`config.mk`:
```
export PLATFORM = sky130hd
export DESIGN_NAME = asm_comment_stripper_top_flat
export DESIGN_NICKNAME = d
export VERILOG_FILES = /design/src/rtl/acs_pkg.sv /design/src/rtl/acs_ifs.sv /design/src/rtl/acs_front.sv /design/src/rtl/acs_plan_queue.sv /design/src/rtl/acs_back.sv /design/src/rtl/asm_comment_stripper_top.sv /design/src/flat_wrapper.sv
export SDC_FILE = /design/constraint.sdc
export NUM_CORES = 1
export LEC_CHECK = 0
export ABC_AREA = 1
export BUFFER_PORTS_ARGS = -buffer_cell sky130_fd_sc_hd__buf_4
export CAP_MARGIN = 10
export CORE_UTILIZATION = 23
export CTS_CLUSTER_DIAMETER = 120
export DETAILED_ROUTE_END_ITERATION = 6
export HOLD_SLACK_MARGIN = 0.08
export PLACE_DENSITY = 0.47
export SKIP_LAST_GASP = 1
export SLEW_MARGIN = 20
export SYNTH_ARGS = -nofsm -noshare
export SYNTH_HDL_FRONTEND = slang
export SYNTH_HIERARCHICAL = 1
export SYNTH_SLANG_ARGS = --single-unit
```
`constraint.sdc`:
```
create_clock -name clock -period 7.3 [get_ports clock]
set_clock_uncertainty 0.15 [all_clocks]
set_input_delay 1.46 -clock clock [delete_from_list [all_inputs] [get_ports clock]]
set_output_delay 1.46 -clock clock [all_outputs]
set_load 0.01 [all_outputs]
```
`src/rtl/acs_pkg.sv`:
```
`default_nettype none

package acs_pkg;

   localparam int BYTE_W      = 8;
   localparam int NEST_MAX    = 255;
   localparam int PENDING_MAX = 60;
   localparam int DEPTH_W     = $clog2(NEST_MAX + 1);
   localparam int PEND_W      = $clog2(PENDING_MAX + 1);
   // a newline run is the queued joins plus the real newline
   localparam int CNT_W       = $clog2(PENDING_MAX + 2);

   // plan queue, depth must be a power of two
   localparam int QUEUE_DEPTH = 4;
   localparam int QPTR_W      = $clog2(QUEUE_DEPTH);
   localparam int QCNT_W      = $clog2(QUEUE_DEPTH + 1);

   localparam logic [BYTE_W-1:0] CH_SEMI   = 8'h3B;
   localparam logic [BYTE_W-1:0] CH_BSLASH = 8'h5C;
   localparam logic [BYTE_W-1:0] CH_DQUOTE = 8'h22;
   localparam logic [BYTE_W-1:0] CH_SQUOTE = 8'h27;
   localparam logic [BYTE_W-1:0] CH_CR     = 8'h0D;
   localparam logic [BYTE_W-1:0] CH_LF     = 8'h0A;
   localparam logic [BYTE_W-1:0] CH_SLASH  = 8'h2F;
   localparam logic [BYTE_W-1:0] CH_STAR   = 8'h2A;
   localparam logic [BYTE_W-1:0] CH_SPACE  = 8'h20;
   localparam logic [BYTE_W-1:0] CH_NUL    = 8'h00;

   typedef enum logic [1:0] {
      STR_NONE,
      STR_DOUBLE,
      STR_SINGLE
   } str_mode_type;

   typedef enum logic [1:0] {
      SEG_NONE,
      SEG_BYTE,
      SEG_NEWLINES
   } seg_kind_type;

   typedef struct packed {
      str_mode_type       mode;
      logic               escape;
      logic               in_line;
      logic [DEPTH_W-1:0] depth;
      logic               skip;
   } strip_state_type;

   typedef struct packed {
      logic              pending;
      logic [PEND_W-1:0] pend;
   } join_state_type;

   // output of the join step for one stripped byte
   typedef struct packed {
      logic              bslash;
      seg_kind_type      kind;
      logic [BYTE_W-1:0] data;
      logic [CNT_W-1:0]  count;
   } seg_type;

   // everything one request emits, in order
   typedef struct packed {
      seg_type first;
      seg_type second;
      logic    tail_bslash;
   } plan_type;

endpackage

`default_nettype wire

```
`src/rtl/acs_ifs.sv`:
```
`default_nettype none

interface acs_req_if;
   logic       valid;
   logic       ready;
   logic [7:0] text_byte;
   logic       end_of_text;
   modport source (output valid, output text_byte, output end_of_text, input ready);
   modport sink (input valid, input text_byte, input end_of_text, output ready);
endinterface

interface acs_rsp_if;
   logic       valid;
   logic       ready;
   logic [7:0] out_byte;
   logic       last_of_run;
   modport source (output valid, output out_byte, output last_of_run, input ready);
   modport sink (input valid, input out_byte, input last_of_run, output ready);
endinterface

interface acs_csr_if;
   logic       valid;
   logic       ready;
   logic [7:0] line_comment_char;
   modport source (output valid, output line_comment_char, input ready);
   modport sink (input valid, input line_comment_char, output ready);
endinterface

`default_nettype wire

```
`src/rtl/acs_front.sv`:
```
`default_nettype none

module acs_front import acs_pkg::*; (
   input  wire        clock,
   input  wire        reset,
   acs_req_if.sink    req,
   acs_csr_if.sink    csr,
   input  wire        queue_full,
   output logic       push_valid,
   output plan_type   push_plan
);

   typedef struct packed {
      strip_state_type   st;
      logic [BYTE_W-1:0] data;
   } strip_res_type;

   typedef struct packed {
      join_state_type st;
      seg_type        seg;
   } join_res_type;

   function automatic strip_res_type strip_step(
      input strip_state_type   s,
      input logic [BYTE_W-1:0] c,
      input logic              has_next,
      input logic [BYTE_W-1:0] nx,
      input logic [BYTE_W-1:0] lcc
   );
      strip_res_type r;
      r.st   = s;
      r.data = c;
      if (s.skip) begin
         r.st.skip = 1'b0;
         r.data    = CH_SPACE;
      end else begin
         // string tracking only outside comments
         if (!s.in_line && s.depth == '0) begin
            if (c == CH_BSLASH) begin
               r.st.escape = (s.mode != STR_NONE) ? !s.escape : 1'b0;
            end else begin
               if (c == CH_DQUOTE) begin
                  if (s.mode == STR_NONE) r.st.mode = STR_DOUBLE;
                  else if (s.mode == STR_DOUBLE && !s.escape) r.st.mode = STR_NONE;
               end else if (c == CH_SQUOTE) begin
                  if (s.mode == STR_NONE) r.st.mode = STR_SINGLE;
                  else if (s.mode == STR_SINGLE && !s.escape) r.st.mode = STR_NONE;
               end else if (c == CH_LF) begin
                  r.st.mode = STR_NONE;
               end
               r.st.escape = 1'b0;
            end
         end
         if (r.st.mode != STR_NONE) begin
            r.data = c;
         end else if (has_next && !s.in_line && c == CH_SLASH && nx == CH_STAR) begin
            if (s.depth < DEPTH_W'(NEST_MAX)) r.st.depth = s.depth + DEPTH_W'(1);
            r.st.skip = 1'b1;
            r.data    = CH_SPACE;
         end else if (has_next && s.depth != '0 && c == CH_STAR && nx == CH_SLASH) begin
            r.st.depth = s.depth - DEPTH_W'(1);
            r.st.skip  = 1'b1;
            r.data     = CH_SPACE;
         end else if (s.in_line || s.depth != '0) begin
            if (c == CH_LF) begin
               r.st.in_line = 1'b0;
               r.data       = c;
            end else begin
               r.data = CH_SPACE;
            end
         end else if (c == lcc) begin
            r.st.in_line = 1'b1;
            r.data       = CH_SPACE;
         end else begin
            r.data = c;
         end
      end
      return r;
   endfunction

   function automatic join_res_type join_step(
      input join_state_type    j,
      input logic [BYTE_W-1:0] o
   );
      join_res_type r;
      logic         go;
      r.st         = j;
      r.seg.bslash = 1'b0;
      r.seg.kind   = SEG_NONE;
      r.seg.data   = o;
      r.seg.count  = '0;
      go           = 1'b1;
      if (j.pending) begin
         if (o == CH_CR) begin
            go = 1'b0;
         end else if (o == CH_LF) begin
            if (j.pend < PEND_W'(PENDING_MAX)) r.st.pend = j.pend + PEND_W'(1);
            r.st.pending = 1'b0;
            go           = 1'b0;
         end else begin
            r.seg.bslash = 1'b1;
            r.st.pending = 1'b0;
         end
      end
      if (go) begin
         if (o == CH_BSLASH) begin
            r.st.pending = 1'b1;
         end else if (o == CH_CR) begin
            r.seg.kind = SEG_NONE;
         end else if (o == CH_LF) begin
            r.seg.kind  = SEG_NEWLINES;
            r.seg.count = CNT_W'(r.st.pend) + CNT_W'(1);
            r.st.pend   = '0;
         end else begin
            r.seg.kind = SEG_BYTE;
         end
      end
      return r;
   endfunction

   logic [BYTE_W-1:0] held_byte_ff, held_byte_in;
   logic              held_valid_ff, held_valid_in;
   strip_state_type   strip_ff, strip_in;
   join_state_type    join_ff, join_in;
   logic [BYTE_W-1:0] lcc_ff, lcc_in;

   strip_res_type     strip_held, strip_new;
   join_res_type      join_held, join_new;
   strip_state_type   strip_mid;
   join_state_type    join_mid;
   seg_type           seg_none;
   logic              accept;

   assign req.ready = !queue_full;
   assign csr.ready = 1'b1;
   assign accept    = req.valid && req.ready;

   always_comb begin
      seg_none.bslash = 1'b0;
      seg_none.kind   = SEG_NONE;
      seg_none.data   = CH_NUL;
      seg_none.count  = '0;

      // held byte with the new one as lookahead
      strip_held = strip_step(strip_ff, held_byte_ff, 1'b1, req.text_byte, lcc_ff);
      join_held  = join_step(join_ff, strip_held.data);
      strip_mid  = held_valid_ff ? strip_held.st : strip_ff;
      join_mid   = held_valid_ff ? join_held.st : join_ff;

      // new byte without lookahead, used only on end of text
      strip_new = strip_step(strip_mid, req.text_byte, 1'b0, CH_NUL, lcc_ff);
      join_new  = join_step(join_mid, strip_new.data);

      push_plan.first       = held_valid_ff ? join_held.seg : seg_none;
      push_plan.second      = req.end_of_text ? join_new.seg : seg_none;
      push_plan.tail_bslash = req.end_of_text && join_new.st.pending;

      push_valid = accept &&
                   (push_plan.first.bslash || push_plan.first.kind != SEG_NONE ||
                    push_plan.second.bslash || push_plan.second.kind != SEG_NONE ||
                    push_plan.tail_bslash);

      held_byte_in  = held_byte_ff;
      held_valid_in = held_valid_ff;
      strip_in      = strip_ff;
      join_in       = join_ff;
      if (accept) begin
         if (req.end_of_text) begin
            held_byte_in  = CH_NUL;
            held_valid_in = 1'b0;
            strip_in      = '0;
            join_in       = '0;
         end else begin
            held_byte_in  = req.text_byte;
            held_valid_in = 1'b1;
            strip_in      = strip_mid;
            join_in       = join_mid;
         end
      end

      lcc_in = (csr.valid && csr.ready) ? csr.line_comment_char : lcc_ff;
   end

   always_ff @(posedge clock) begin
      if (reset) begin
         held_valid_ff <= 1'b0;
         strip_ff      <= '0;
         join_ff       <= '0;
         lcc_ff        <= CH_SEMI;
      end else begin
         held_valid_ff <= held_valid_in;
         strip_ff      <= strip_in;
         join_ff       <= join_in;
         lcc_ff        <= lcc_in;
      end
      held_byte_ff <= held_byte_in;
   end

   // end of text leaves nothing behind for the next text
   assert property (@(posedge clock) disable iff (reset)
      accept && req.end_of_text |=> !held_valid_ff && !join_ff.pending && join_ff.pend == '0)
      else $error("state not cleared after end of text");

   assert property (@(posedge clock) disable iff (reset)
      push_valid |-> !queue_full)
      else $error("plan pushed into full queue");

endmodule

`default_nettype wire

```
`src/rtl/acs_plan_queue.sv`:
```
`default_nettype none

module acs_plan_queue import acs_pkg::*; (
   input  wire        clock,
   input  wire        reset,
   input  wire        push_valid,
   input  plan_type   push_plan,
   output logic       full,
   output logic       head_valid,
   output plan_type   head_plan,
   input  wire        pop
);

   plan_type          entries_ff [QUEUE_DEPTH];
   logic [QPTR_W-1:0] wr_ptr_ff, wr_ptr_in;
   logic [QPTR_W-1:0] rd_ptr_ff, rd_ptr_in;
   logic [QCNT_W-1:0] count_ff, count_in;

   assign full       = count_ff == QCNT_W'(QUEUE_DEPTH);
   assign head_valid = count_ff != '0;
   assign head_plan  = entries_ff[rd_ptr_ff];

   always_comb begin
      wr_ptr_in = push_valid ? wr_ptr_ff + QPTR_W'(1) : wr_ptr_ff;
      rd_ptr_in = pop ? rd_ptr_ff + QPTR_W'(1) : rd_ptr_ff;
      count_in  = count_ff;
      if (push_valid && !pop) count_in = count_ff + QCNT_W'(1);
      else if (!push_valid && pop) count_in = count_ff - QCNT_W'(1);
   end

   always_ff @(posedge clock) begin
      if (reset) begin
         wr_ptr_ff <= '0;
         rd_ptr_ff <= '0;
         count_ff  <= '0;
      end else begin
         wr_ptr_ff <= wr_ptr_in;
         rd_ptr_ff <= rd_ptr_in;
         count_ff  <= count_in;
      end
      if (push_valid) entries_ff[wr_ptr_ff] <= push_plan;
   end

   assert property (@(posedge clock) disable iff (reset)
      pop |-> head_valid)
      else $error("pop from empty plan queue");

endmodule

`default_nettype wire

```
`src/rtl/acs_back.sv`:
```
`default_nettype none

module acs_back import acs_pkg::*; (
   input  wire        clock,
   input  wire        reset,
   input  wire        head_valid,
   input  plan_type   head_plan,
   output logic       pop,
   acs_rsp_if.source  rsp
);

   typedef enum logic [2:0] {
      SL_BS1,
      SL_MAIN1,
      SL_BS2,
      SL_MAIN2,
      SL_TAIL
   } slot_type;

   localparam int NSLOT = 5;

   slot_type          slot_ff;
   logic [CNT_W-1:0]  nl_done_ff;
   logic              rsp_valid_ff;
   logic [BYTE_W-1:0] rsp_byte_ff;
   logic              rsp_last_ff;

   logic [NSLOT-1:0]  slot_ne;
   logic [NSLOT-1:0]  slot_nl;
   logic [BYTE_W-1:0] slot_byte [NSLOT];
   logic [CNT_W-1:0]  slot_cnt [NSLOT];
   logic [2:0]        cur_idx;
   logic              found;
   logic              more_here;
   logic              later;
   logic              last;
   logic              advance;

   always_comb begin
      slot_ne[0] = head_plan.first.bslash;
      slot_ne[1] = head_plan.first.kind != SEG_NONE;
      slot_ne[2] = head_plan.second.bslash;
      slot_ne[3] = head_plan.second.kind != SEG_NONE;
      slot_ne[4] = head_plan.tail_bslash;

      slot_nl[0] = 1'b0;
      slot_nl[1] = head_plan.first.kind == SEG_NEWLINES;
      slot_nl[2] = 1'b0;
      slot_nl[3] = head_plan.second.kind == SEG_NEWLINES;
      slot_nl[4] = 1'b0;

      slot_byte[0] = CH_BSLASH;
      slot_byte[1] = slot_nl[1] ? CH_LF : head_plan.first.data;
      slot_byte[2] = CH_BSLASH;
      slot_byte[3] = slot_nl[3] ? CH_LF : head_plan.second.data;
      slot_byte[4] = CH_BSLASH;

      slot_cnt[0] = CNT_W'(1);
      slot_cnt[1] = slot_nl[1] ? head_plan.first.count : CNT_W'(1);
      slot_cnt[2] = CNT_W'(1);
      slot_cnt[3] = slot_nl[3] ? head_plan.second.count : CNT_W'(1);
      slot_cnt[4] = CNT_W'(1);

      // first slot at or after the current one that still has output
      cur_idx = 3'(NSLOT - 1);
      found   = 1'b0;
      for (int k = 0; k < NSLOT; k++) begin
         if (!found && 3'(k) >= slot_ff && slot_ne[k]) begin
            cur_idx = 3'(k);
            found   = 1'b1;
         end
      end

      more_here = slot_nl[cur_idx] && (nl_done_ff + CNT_W'(1) < slot_cnt[cur_idx]);
      later     = 1'b0;
      for (int k = 0; k < NSLOT; k++) begin
         if (3'(k) > cur_idx && slot_ne[k]) later = 1'b1;
      end
      last = !more_here && !later;

      advance = head_valid && (!rsp_valid_ff || rsp.ready);
      pop     = advance && last;
   end

   assign rsp.valid       = rsp_valid_ff;
   assign rsp.out_byte    = rsp_byte_ff;
   assign rsp.last_of_run = rsp_last_ff;

   always_ff @(posedge clock) begin
      if (reset) begin
         slot_ff      <= SL_BS1;
         nl_done_ff   <= '0;
         rsp_valid_ff <= 1'b0;
      end else if (advance) begin
         rsp_valid_ff <= 1'b1;
         rsp_byte_ff  <= slot_byte[cur_idx];
         rsp_last_ff  <= last;
         if (more_here) begin
            slot_ff    <= slot_type'(cur_idx);
            nl_done_ff <= nl_done_ff + CNT_W'(1);
         end else if (last) begin
            slot_ff    <= SL_BS1;
            nl_done_ff <= '0;
         end else begin
            slot_ff    <= slot_type'(cur_idx + 3'd1);
            nl_done_ff <= '0;
         end
      end else if (rsp.ready) begin
         rsp_valid_ff <= 1'b0;
      end
   end

   // only a newline run can be part-way done
   assert property (@(posedge clock) disable iff (reset)
      nl_done_ff != '0 |-> slot_ff == SL_MAIN1 || slot_ff == SL_MAIN2)
      else $error("partial run outside a main slot");

   // a plan in the queue always has something left to emit
   assert property (@(posedge clock) disable iff (reset)
      head_valid |-> found)
      else $error("queued plan with nothing to emit");

endmodule

`default_nettype wire

```
`src/rtl/asm_comment_stripper_top.sv`:
```
`default_nettype none

// channel   port      dir  payload
// request   req_bus   in   text_byte[7:0], end_of_text
// result    rsp_bus   out  out_byte[7:0], last_of_run
// config    csr_bus   in   line_comment_char[7:0]
//
// one request accepted per cycle while the plan queue (4 entries) has room
// results leave one per cycle while rsp_bus is ready; the back end finishes every result of a request before the next,
//   a newline run after line joins giving one result per newline
// first result of a request is registered in the plan queue, then in the back end output register, before rsp_bus
// reset is synchronous; it clears all tracking state and sets the comment char to ';'
// a stalled rsp_bus backs up into the queue, then req_bus.ready drops
module asm_comment_stripper_top import acs_pkg::*; (
   input  wire        clock,
   input  wire        reset,
   acs_req_if.sink    req_bus,
   acs_rsp_if.source  rsp_bus,
   acs_csr_if.sink    csr_bus
);

   // front end: string and comment tracking plus line-join folding, one request a cycle while the queue has room
   logic     push_valid;
   plan_type push_plan;
   logic     queue_full;

   // back end side of the queue
   logic     head_valid;
   plan_type head_plan;
   logic     pop;

   acs_front u_front (
      .clock      (clock),
      .reset      (reset),
      .req        (req_bus),
      .csr        (csr_bus),
      .queue_full (queue_full),
      .push_valid (push_valid),
      .push_plan  (push_plan)
   );

   // requests that emit nothing never enter the queue
   acs_plan_queue u_queue (
      .clock      (clock),
      .reset      (reset),
      .push_valid (push_valid),
      .push_plan  (push_plan),
      .full       (queue_full),
      .head_valid (head_valid),
      .head_plan  (head_plan),
      .pop        (pop)
   );

   // back end: walks each plan slot by slot into the output register
   acs_back u_back (
      .clock      (clock),
      .reset      (reset),
      .head_valid (head_valid),
      .head_plan  (head_plan),
      .pop        (pop),
      .rsp        (rsp_bus)
   );

endmodule

`default_nettype wire
```
`src/flat_wrapper.sv`:
```
// flat-port wrapper written by rule: the top's interface ports become plain ports
module asm_comment_stripper_top_flat import acs_pkg::*;
  (clock, reset, req_bus_valid, req_bus_text_byte, req_bus_end_of_text, req_bus_ready, rsp_bus_valid, rsp_bus_out_byte, rsp_bus_last_of_run, rsp_bus_ready, csr_bus_valid, csr_bus_line_comment_char, csr_bus_ready);
  acs_req_if req_bus_i ();
  acs_rsp_if rsp_bus_i ();
  acs_csr_if csr_bus_i ();
  input  wire clock;
  input  wire reset;
  input wire logic [$bits(req_bus_i.valid)-1:0] req_bus_valid;
  input wire logic [$bits(req_bus_i.text_byte)-1:0] req_bus_text_byte;
  input wire logic [$bits(req_bus_i.end_of_text)-1:0] req_bus_end_of_text;
  output wire logic [$bits(req_bus_i.ready)-1:0] req_bus_ready;
  output wire logic [$bits(rsp_bus_i.valid)-1:0] rsp_bus_valid;
  output wire logic [$bits(rsp_bus_i.out_byte)-1:0] rsp_bus_out_byte;
  output wire logic [$bits(rsp_bus_i.last_of_run)-1:0] rsp_bus_last_of_run;
  input wire logic [$bits(rsp_bus_i.ready)-1:0] rsp_bus_ready;
  input wire logic [$bits(csr_bus_i.valid)-1:0] csr_bus_valid;
  input wire logic [$bits(csr_bus_i.line_comment_char)-1:0] csr_bus_line_comment_char;
  output wire logic [$bits(csr_bus_i.ready)-1:0] csr_bus_ready;
  assign req_bus_i.valid = req_bus_valid;
  assign req_bus_i.text_byte = req_bus_text_byte;
  assign req_bus_i.end_of_text = req_bus_end_of_text;
  assign req_bus_ready = req_bus_i.ready;
  assign rsp_bus_valid = rsp_bus_i.valid;
  assign rsp_bus_out_byte = rsp_bus_i.out_byte;
  assign rsp_bus_last_of_run = rsp_bus_i.last_of_run;
  assign rsp_bus_i.ready = rsp_bus_ready;
  assign csr_bus_i.valid = csr_bus_valid;
  assign csr_bus_i.line_comment_char = csr_bus_line_comment_char;
  assign csr_bus_ready = csr_bus_i.ready;
  asm_comment_stripper_top u_core (.clock(clock), .reset(reset), .req_bus(req_bus_i), .rsp_bus(rsp_bus_i), .csr_bus(csr_bus_i));
endmodule
```
# [Word level (Yosys, flattened, before mapping)]
# Memories as Yosys holds them, arrays and structs flattened. A register that Yosys moved wholly into a read port is not among the register bits.
# Cells that the tools add are included.
[totals] ramBits=140 memories=1 regBits=63 in_bits=22 out_inout_bits=12
[classes] n_reduce_logical=72 n_bitwise=2 muxes=129 order_cmp=16 eq_ne=27 addsub=12
[memory_table] memory="u_core.u_queue.entries_ff" words=4 width=35 rd=1 rd_clocked_by_memory_dff=1 write_ports=1 line_no="acs_plan_queue.sv:14" text="plan_type entries_ff [QUEUE_DEPTH];"
[op_table] op="8-bit two-way mux" n=19
[op_table] op="6-bit two-way mux" n=23
[op_table] op="8-bit by 6-bit == test with 1-bit output, second input constant" n=8
[op_table] op="2-bit two-way mux" n=26
[op_table] op="17-bit two-way mux" n=3
[op_table] op="8-bit by 4-bit == test with 1-bit output, second input constant" n=6
[op_table] op="3-bit two-way mux" n=13
[op_table] op="1-bit logical AND" n=33
[op_table] op="8-bit by 7-bit == test with 1-bit output, second input constant" n=4
[op_table] op="1-bit two-way mux" n=32
[op_table] op="6-bit by 1-bit adder with 6-bit output, second input constant" n=5
[op_table] op="7-bit two-way mux" n=4
[op_table] op="13-bit two-way mux" n=2
[op_table] op="8-bit binary-select mux with 3-bit select" n=1
[op_table] op="2-bit nonzero test" n=10
[op_table] op="6-bit binary-select mux with 3-bit select" n=1
[op_table] op="9-bit two-way mux" n=2
[op_table] op="8-bit == test" n=2
[op_table] op="8-bit zero test" n=2
[op_table] op="8-bit nonzero test" n=2
[op_table] op="1-bit zero test" n=14
[op_table] op="6-bit < comparator, second input constant" n=2
[op_table] op="12-bit two-way mux" n=1
[op_table] op="10-bit two-way mux" n=1
[op_table] op="other kinds (25)" n=42

# [Logic depth before layout (Yosys ltp)]
# Gate-level depths: netlist (run 1).
[logic_depth] word_depth=43 mapped_depth=39 depth_no_buf=39

# [Cells and area by module]
# The synthesis (run 1) kept the hierarchy.
[by_module_without_submodules] module="acs_plan_queue" seq_area_each_um2=4384.2 instances=1 cells_per_inst=397 area_per_inst_um2=5625.4
[by_module_without_submodules] module="acs_front" seq_area_each_um2=820.8 instances=1 cells_per_inst=735 area_per_inst_um2=4197.8
[by_module_without_submodules] module="acs_back" seq_area_each_um2=470.5 instances=1 cells_per_inst=181 area_per_inst_um2=1402.6

# [Worst setup path after synthesis (run 1)]
# OpenSTA, ideal clock, no wires.
[synth_timing] path_type="in2reg" start="input port req_bus_text_byte[4]" end="memory u_core/u_queue/entries_ff[0][0] (netlist bit), enable pin" setup_time_ns=0.390 n_path_buf=0 t_arrival_ns=4.987 path_slack_ns=1.773 cell_stages=27 path_cell_list="nor2_2 > nand3_4 > nor2_8 > nand3_2 > nand2_2 > nand2_2 > nor2_2 > nand2_1 > nand2_1 > nand2_2 > nor3_2 > nand3_2 > nand2_2 > nand3_4 > nand2_1 > nand3_1 > nor2_2 > nand2_2 > nand2_1 > nand2_1 > nand2_2 > nand3_1 > inv_1 > nor3_1 > nor2_1 > nand2_1 > inv_1"
[synth_rtl] item="from (decl)" line_no="flat_wrapper.sv:10" text="input wire logic [$bits(req_bus_i.text_byte)-1:0] req_bus_text_byte;"
[synth_rtl] item="to (decl)" line_no="acs_plan_queue.sv:14"

==> impl_metrics.csv, run 1 <==
group,metric,value,unit
finish,finish.utilization,0.270,
global_routing,antenna_found_initial,0,
sta,rsz0062_at_grt,"false",
finish,multiInputGateArea,0.00478,sq mm
setup_path,endpoint_kind,"flip-flop",
sta,period_needed,5800,ps
floorplanning,start_util,0.234,
clocking,path_clk_slew,60,ps
place,dp_cells,1931,
finish,drive_gt1_frac,0.126,
setup_path,cp.buffers_inverters,6,
sta,worstMarginPinSlew,936,ps
power,power.density,285,mW/mm^2
finish,regArea,0.00568,sq mm
floorplanning,die_x,223,um
logic_synthesis,synth_nets,1357,
setup_path,critPathLaunchType,"flip-flop",
logic_synthesis,synth_xor_area_frac,0.0155,
routing,drt-total-wl,30200,um
place,place_congestion,0.853,
setup_path,critPathMaxFanout,14,
logic_synthesis,yosys_register_bits,205,
logic_synthesis,yosys.area.top_type_share,0.420,
finish,nets,1386,
routing,antenna_left,0,
logic_synthesis,synth_top_family_by_area,"simple AND/OR/NAND/NOR gates",
global_routing,grt_pass1_vias,8709,
logic_synthesis,synth_area,0.0112,sq mm
logic_synthesis,netlist_instances,1313,
setup_path,worstPathRequired,7570,ps
routing,vias_per_cell,4.46,
routing,drt_iter0_markers,548,
hold_path,min_path_type,"flip-flop to flip-flop",
outcome,status,"finished, final reports clean",
clocking,postCtsSetupBuffers,0,
place,pre_cts_slack,1040,ps
routing,drtPass1Iterations,5,
finish,n_antenna_cell,0,
setup_path,cp.arrival,6060,ps
power,p_leak,0.00515,uW
floorplanning,num_rows,80,
logic_synthesis,synth_top_area_cell,"edfxtp_1",
clocking,clock_path_buffers,3,
setup_path,critPathKind,"flip-flop to flip-flop",
clocking,cts-htree-levels,1,
clocking,cts_root_buffer,"clkbuf_16",
clocking,hold_buffers,0,
setup_path,cpMostUsedCell,"nand2_1",
place,hpwl,21100,um
sta,finalSetupViolations,0,
clocking,numCtsBuffers,24,
clocking,cts.repair.resized,0,
sta,final.setup.worst_slack,1500,ps
sta,setup_tns,0,ps
finish,fillers,5070,
clocking,cts_tree,"yes",
setup_path,crit_family,"simple AND/OR/NAND/NOR gates",
logic_synthesis,synth.area.mux_share,0,
global_routing,grt_remaining_overflow,0,
routing,num_vias,8809,
finish,layoutNonFillerInstCount,1975,
setup_path,critPathSlowestCell,"nor2_1",
flow_run,maxCapViolCount,0,
sta,slew_headroom,0.374,
floorplanning,fp.dieH,223,um
finish,synthToLayoutAreaGrowth,15.2,%
logic_synthesis,yosysWarnings,6,
global_routing,grt_pass1_wl,48200,um
routing,post-route-drc-count,0,
logic_synthesis,synth-simple-area-share,0.275,
logic_synthesis,yosysSeqAreaShare,0.506,
sta,post-route-period-util,0.794,
sta,clock.fmax,0.173,GHz
logic_synthesis,synth_cell_type_count,54,
logic_synthesis,synthFlopType,"edfxtp_1",
power,vdd_drop_max,0.137,mV
sta,finalHoldViolCount,0,
floorplanning,die_area,0.0497,sq mm
floorplanning,io_pins,34,
setup_path,cpPeakStageDelay,800,ps
routing,wl_per_cell,15.3,um
sta,drv_slew,0,
clocking,cts.sinks,205,
clocking,clk-insertion-delay-late,520,ps
logic_synthesis,synth_area_leaders,"edfxtp_1 (42%), nand2_1 (9.5%), dfxtp_1 (8.6%)",
logic_synthesis,syn_avg_cell_area,8.55,sq um
place,port_buffers,32,
power,power,3680,uW
logic_synthesis,synthArstFlopShare,0,
global_routing,grt_usage,0.122,
logic_synthesis,synth-compound-area-share,0.110,
logic_synthesis,synth_fa_ha_area_frac,0.0252,
floorplanning,core_area,0.0479,sq mm
logic_synthesis,synth_edf_count,157,
global_routing,grt_max_degree,71,
==> kinds of logic (layout without fill, tap and decap cells) <==
group           Yosys count  in the layout
compound gates          217            217
simple gates            669            669
fa+ha+maj                22             22
flops                   205            205
other cells               1              1
xor+xnor                 19             19
buf+inv                 180            227
==> metal layers <==
metal  up-vias  GRT usage  wire length [um]
met2       132      0.212             14600
met4         0     0.0291               397
met5         -          0                 0
met3        32     0.0163               930
li1       4486          -                 -
met1      4159      0.161             14200
==> synth_stat cells, types with 24 or more instances <==
cell type	n
nand2_1	285
nor2_1	194
edfxtp_1	157
inv_1	130
o21ai_0	77
nand3_1	64
dfxtp_1	48
a21oi_1	46
o22ai_1	38
nand4_1	28
o21ai_1	27
nand2_2	24
==> state kept, by name, indices dropped and copies added, names as in the netlist, named ones only <==
register and count:
u_core/u_front/held_byte_ff 8, u_core/u_back/nl_done_ff 6, u_core/u_queue/rd_ptr_ff 2, u_core/u_front/lcc_ff 8, u_core/u_queue/count_ff 3, u_core/u_queue/wr_ptr_ff 2, u_core/u_queue/entries_ff 140, u_core/u_front/strip_ff 13
u_core/u_front/join_ff 7, u_core/u_back/rsp.last_of_run 1, u_core/u_back/slot_ff 3, u_core/u_back/rsp.out_byte 8, u_core/u_front/held_valid_ff 1, u_core/u_back/rsp.valid 1
==> power breakdown <==
part	switching (uW)	leakage [uW]	internal, uW	total (uW)
Sequential	66.8	0.00194	1390	1460
Combinational	657	0.00279	279	936
Clock	478	0.000414	811	1290
==> final timing paths <==
check / startpoint / to / slack [ps] / cells past startpoint
setup / recovery: u_core/u_front/held_valid_ff$_SDFFE_PP0P_ / u_core/u_queue/count_ff[2]$_SDFFE_PP0P_ / 1500 / 33
hold / removal: u_core/u_queue/rd_ptr_ff[1]$_SDFFE_PP0P_ / flip-flop / 290 / 1
setup reg to reg: u_core/u_front/held_valid_ff$_SDFFE_PP0P_ / u_core/u_queue/count_ff[2]$_SDFFE_PP0P_ / 1500 / 33
hold reg to reg: u_core/u_queue/rd_ptr_ff[1]$_SDFFE_PP0P_ / flip-flop / 290 / 1
==> through the flow <==
stage,hold WS (ps),cell area (sq um)
after global placement,278,12100
after global routing,334,12900
after detailed placement,291,12100
after CTS,301,12900
after floorplan,262,11200
final,295,12900
==> placed cells by master (no fill, tap or decap), types with 6 or more instances in the layout <==
cell type / Yosys / routed
xnor2_1: 12 / 12
o21ai_0: 77 / 77
nor2_1: 194 / 194
a21oi_1: 46 / 46
ha_1: 21 / 21
nor3_1: 16 / 16
inv_1: 130 / 130
o21ai_1: 27 / 27
nand2_1: 285 / 285
edfxtp_1: 157 / 157
nor2_4: 7 / 7
clkbuf_16: 0 / 25
dfxtp_1: 48 / 47
nand4_1: 28 / 28
o22ai_1: 38 / 38
a21oi_2: 8 / 8
nand2_2: 24 / 24
nand3_2: 10 / 10
buf_4: 10 / 40
nand3_1: 64 / 64
xor2_1: 6 / 6
a22oi_1: 6 / 6
nor2_2: 11 / 11
clkinv_2: 2 / 6
==> area by class of cell <==
| type | instances | share of cell area |
|---|---|---|
| clock buffers | 30 | 0.0506 |
| clock inverters | 14 | 0.0156 |
| inverters | 143 | 0.0425 |
| multi-input cells | 928 | 0.370 |
| flip-flops and latches | 205 | 0.439 |
| well taps | 615 | 0.0595 |
| repair buffers | 40 | 0.0232 |
Note: power is estimated with default switching activity, not from simulation.
==> run 2, diff against run 1 <==
Clock period 7.3 ns to 5.6 ns, I/O delays scaled along.
==> impl_metrics.csv, run 2 (synthesized netlist as in run 1, its figures left out) <==
group,metric,value,unit
outcome,status,"finished, final reports clean",
setup_path,critPathSlowestCell,"fa_1",
routing,drt-total-wl,29700,um
floorplanning,die_x,223,um
sta,clock.fmax,0.195,GHz
global_routing,antenna_found_initial,1,
place,hpwl,21200,um
setup_path,cpPeakStageDelay,410,ps
global_routing,grt_usage,0.120,
setup_path,cpMostUsedCell,"nand2_1",
clocking,clock_path_buffers,3,
clocking,path_clk_slew,60,ps
finish,layoutNonFillerInstCount,2000,
sta,finalSetupViolations,0,
clocking,cts_tree,"yes",
power,power.density,365,mW/mm^2
finish,largest_reg_flops,140,
finish,top_regs,"u_core/u_queue/entries_ff x140, u_core/u_front/strip_ff x13",
clocking,clk-insertion-delay-late,540,ps
sta,holdWs,294,ps
sta,setup_tns,0,ps
setup_path,critPathKind,"primary input to flip-flop",
flow_run,maxCapViolCount,0,
clocking,cts.sinks,205,
routing,wl_met1,13800,um
routing,antenna_left,0,
sta,drv_slew,0,
finish,fillers,5066,
setup_path,crit_family,"simple AND/OR/NAND/NOR gates",
finish,layout_common_cells,"nand2_1 (285), nor2_1 (194), edfxtp_1 (157), inv_1 (130), o21ai_0 (77)",
floorplanning,fp.dieH,223,um
sta,finalHoldViolCount,0,
finish,n_antenna_cell,0,
floorplanning,core_area,0.0479,sq mm
sta,post-route-period-util,0.917,
place,dp_cells,1954,
floorplanning,start_util,0.234,
routing,wl_per_cell,14.8,um
finish,largest-register,"u_core/u_queue/entries_ff",
finish,drive_gt1_frac,0.139,
floorplanning,num_rows,80,
sta,worstMarginPinSlew,684,ps
global_routing,grt_remaining_overflow,0,
setup_path,cp.buffers_inverters,3,
place,place_congestion,0.864,
power,power,4800,uW
place,port_buffers,32,
sta,rsz0062_at_grt,"false",
floorplanning,io_pins,34,
setup_path,worstPathRequired,5880,ps
sta,slew_headroom,0.542,
routing,wl_met3,995,um
power,p_leak,0.00527,uW
finish,final_common_cell,"nand2_1",
routing,post-route-drc-count,0,
clocking,hold_buffers,0,
global_routing,grt_pass1_wl,47300,um
sta,period_needed,5130,ps
finish,synthToLayoutAreaGrowth,17.2,%
clocking,cts_root_buffer,"clkbuf_16",
hold_path,min_path_type,"flip-flop to flip-flop",
routing,num_vias,8837,
routing,drt_iter0_markers,646,
clocking,postCtsSetupBuffers,0,
power,vdd_drop_max,0.182,mV
clocking,numCtsBuffers,25,
routing,top_layer_used,"met5",
clocking,cts.repair.resized,0,
setup_path,critPathMaxFanout,9,
routing,drtPass1Iterations,7,
setup_path,endpoint_kind,"flip-flop",
finish,nets,1410,
routing,wl_met2,14200,um
setup_path,cp.arrival,5420,ps
floorplanning,die_area,0.0497,sq mm
routing,vias_per_cell,4.42,
global_routing,grt_max_degree,48,
clocking,cts-htree-levels,1,
global_routing,grt_pass1_vias,8663,
place,pre_cts_slack,-48.8,ps
sta,final.setup.worst_slack,467,ps
setup_path,critPathLaunchType,"primary input",
-- run 2: final cells by class --
class | instances | area [sq um] | area share
Sequential cell | 205 | 5680 | 0.431
Clock inverter | 11 | 151 | 0.0115
Multi-Input combinational cell | 928 | 4780 | 0.364
Timing Repair Buffer | 63 | 536 | 0.0407
Tap cell | 615 | 769 | 0.0585
Clock buffer | 35 | 693 | 0.0527
Inverter | 143 | 549 | 0.0417
-- run 2: power by group --
part / internal [uW] / leakage, uW / switching, uW / total (uW)
Combinational: 400 / 0.00292 / 865 / 1260
Sequential: 1810 / 0.00194 / 77.0 / 1890
Clock: 1010 / 0.000405 / 641 / 1650
-- run 2: metal layers --
metal / global-route usage / vias up
met1: 0.154 / 4118
met3: 0.0190 / 45
li1: - / 4531
met4: 0.0336 / 2
met2: 0.208 / 141
met5: 0 / -
-- run 2: worst paths after layout --
kind	depth (start not counted)	slack, ps	from	to
worst max-delay path	32	470	req_bus_text_byte[2]	u_core/u_queue/count_ff[1]$_SDFFE_PP0P_
worst min-delay path	1	290	u_core/u_queue/rd_ptr_ff[1]$_SDFFE_PP0P_	u_core/u_queue/rd_ptr_ff[1]$_SDFFE_PP0P_
worst max register to register	33	580	u_core/u_front/held_byte_ff[0]$_SDFFCE_PP0P_	u_core/u_queue/count_ff[1]$_SDFFE_PP0P_
worst min register to register	1	290	u_core/u_queue/rd_ptr_ff[1]$_SDFFE_PP0P_	u_core/u_queue/rd_ptr_ff[1]$_SDFFE_PP0P_
-- run 2: worst register-to-register path: cells and delay by family, from the launching register on --
| kind | cells | cell delay [ps] |
|---|---|---|
| DFF | 1 | 470 |
| AOI/OAI and AO/OA | 2 | 280 |
| buffers and inverters | 2 | 250 |
| and+or+nand+nor | 27 | 3130 |
| adders and majority gates | 2 | 640 |
-- run 2: per-stage QoR --
step | util | cell area [sq um]
finish | 0.274 | 13200
global route | 0.274 | 13200
CTS | 0.274 | 13200
detailed placement | 0.257 | 12300
global placement | 0.257 | 12300
floorplan | - | 11200
==> run 3, diff against run 2 <==
==> constraint.sdc (replaced) <==
create_clock -name clock -period 5.6 [get_ports clock]
set_clock_uncertainty 0.15 [all_clocks]
set_input_delay 0.28 -clock clock [delete_from_list [all_inputs] [get_ports clock]]
set_output_delay 0.28 -clock clock [all_outputs]
set_load 0.01 [all_outputs]
==> impl_metrics.csv, run 3 (synthesized netlist as in run 1, its figures left out) <==
group,metric,value,unit
power,power.density,351,mW/mm^2
floorplanning,start_util,0.234,
power,vdd_drop_max,0.189,mV
setup_path,cp.arrival,5250,ps
global_routing,antenna_found_initial,1,
routing,drt-total-wl,30400,um
clocking,cts-htree-levels,1,
routing,post-route-drc-count,0,
routing,antenna_left,0,
setup_path,cpPeakStageDelay,470,ps
sta,clock.fmax,0.201,GHz
sta,holdWs,173,ps
global_routing,grt_remaining_overflow,0,
outcome,status,"finished, final reports clean",
sta,finalHoldViolCount,0,
place,place_congestion,0.847,
clocking,numCtsBuffers,25,
global_routing,grt_max_degree,39,
floorplanning,fp.dieH,223,um
routing,num_vias,9151,
setup_path,endpoint_kind,"flip-flop",
sta,period_needed,4980,ps
routing,drtPass1Iterations,5,
sta,slew_headroom,0.392,
place,hpwl,21400,um
floorplanning,die_x,223,um
place,placed_area,0.0122,sq mm
sta,rsz0062_at_grt,"false",
routing,vias_per_cell,4.50,
setup_path,critPathLaunchType,"flip-flop",
finish,synthToLayoutAreaGrowth,19.8,%
sta,post-route-period-util,0.890,
setup_path,worstPathRequired,5870,ps
floorplanning,core_area,0.0479,sq mm
finish,layout_common_cells,"nand2_1 (284), nor2_1 (193), edfxtp_1 (157), inv_1 (130), o21ai_0 (77)",
sta,finalSetupViolations,0,
setup_path,rrSetupSlack,620,ps
routing,drt_iter0_markers,662,
finish,stdcell_area,0.0135,sq mm
global_routing,grt_pass1_wl,49500,um
clocking,clock_path_buffers,3,
power,p_leak,0.00538,uW
hold_path,min_path_type,"primary input to flip-flop",
flow_run,maxCapViolCount,0,
floorplanning,io_pins,34,
finish,finish.utilization,0.281,
finish,nets,1443,
sta,drv_slew,0,
clocking,cts_root_buffer,"clkbuf_16",
floorplanning,num_rows,80,
sta,setup_tns,0,ps
finish,final_common_cell,"nand2_1",
setup_path,critPathKind,"flip-flop to flip-flop",
finish,drive_gt1_frac,0.136,
place,port_buffers,32,
setup_path,critPathMaxFanout,10,
clocking,clk-insertion-delay-late,530,ps
power,power,4720,uW
finish,largest-register,"u_core/u_queue/entries_ff",
clocking,cts_tree,"yes",
clocking,path_clk_slew,60,ps
floorplanning,die_area,0.0497,sq mm
finish,largest_reg_flops,140,
clocking,cts.sinks,205,
global_routing,grt_usage,0.125,
finish,fillers,5008,
routing,wl_per_cell,15.0,um
finish,top_regs,"u_core/u_queue/entries_ff x140, u_core/u_front/strip_ff x13",
global_routing,grt_pass1_vias,9201,
sta,worstMarginPinSlew,910,ps
setup_path,critPathSlowestCell,"edfxtp_1",
-- run 3: cell count changes in the layout (fill, tap and decap cells not counted), moves of 2 or more --
| cell | change |
|---|---|
| dlygate4sd3_1 | +35 |
| clkinv_2 | +5 |
| clkbuf_1 | -3 |
| clkbuf_8 | -3 |
| buf_4 | -2 |
| clkinv_1 | +2 |
| nor2_4 | +2 |
-- run 3: worst max-delay path: cells and delay by family, from the launching register on --
| family | cells | cell delay, ps |
|---|---|---|
| and+or+nand+nor | 28 | 3020 |
| buffers and inverters | 6 | 650 |
| DFF | 1 | 470 |
| adders and majority gates | 2 | 550 |
-- run 3: area by class of cell --
class / instances / area (sq um) / share of cell area
inverters: 143 / 549 / 0.0408
repair buffers: 96 / 871 / 0.0647
flip-flops and latches: 205 / 5680 / 0.422
clock buffers: 29 / 641 / 0.0476
diodes: 1 / 2.50 / 0.000186
clock inverters: 16 / 135 / 0.0100
multi-input cells: 928 / 4810 / 0.357
well taps: 615 / 769 / 0.0572
-- run 3: path summary, 6_finish.rpt --
path | from | end | depth (start not counted)
setup reg to reg | u_core/u_front/held_byte_ff[6]$_SDFFCE_PP0P_ | u_core/u_queue/count_ff[2]$_SDFFE_PP0P_ | 36
setup / recovery | u_core/u_front/held_byte_ff[6]$_SDFFCE_PP0P_ | u_core/u_queue/count_ff[2]$_SDFFE_PP0P_ | 36
hold / removal | req_bus_text_byte[0] | u_core/u_front/held_byte_ff[0]$_SDFFCE_PP0P_ | 4
hold reg to reg | u_core/u_queue/rd_ptr_ff[1]$_SDFFE_PP0P_ | flip-flop | 1
-- run 3: where the power goes --
| part | total, uW | leakage (uW) | switching, uW | internal (uW) |
|---|---|---|---|---|
| clock network | 1550 | 0.000384 | 636 | 910 |
| registers | 1890 | 0.00194 | 75.7 | 1810 |
| logic | 1290 | 0.00306 | 861 | 426 |
| total | 4720 | 0.00538 | 1570 | 3150 |
-- run 3: repair_timing --
item                                    CTS  global route
buffers inserted                          0             9
resized for setup                         0             5
hold buffers                             35             0
endpoints found under the hold margin    27             0
endpoints found under the setup margin    0             2
-- run 3: stage by stage --
stage	setup slack (ps)	std cells
after floorplan	1050	1313
after global placement	549	1943
final	617	2033
after global routing	37.8	2033
after CTS	465	2023
after detailed placement	512	1943
-- run 3: metal layers --
layer,track usage,up-vias,wire length [um]
li1,-,4600,-
met1,0.158,4341,14000
met2,0.217,162,14500
met3,0.0178,48,1160
met4,0.0398,0,737
met5,0,-,0
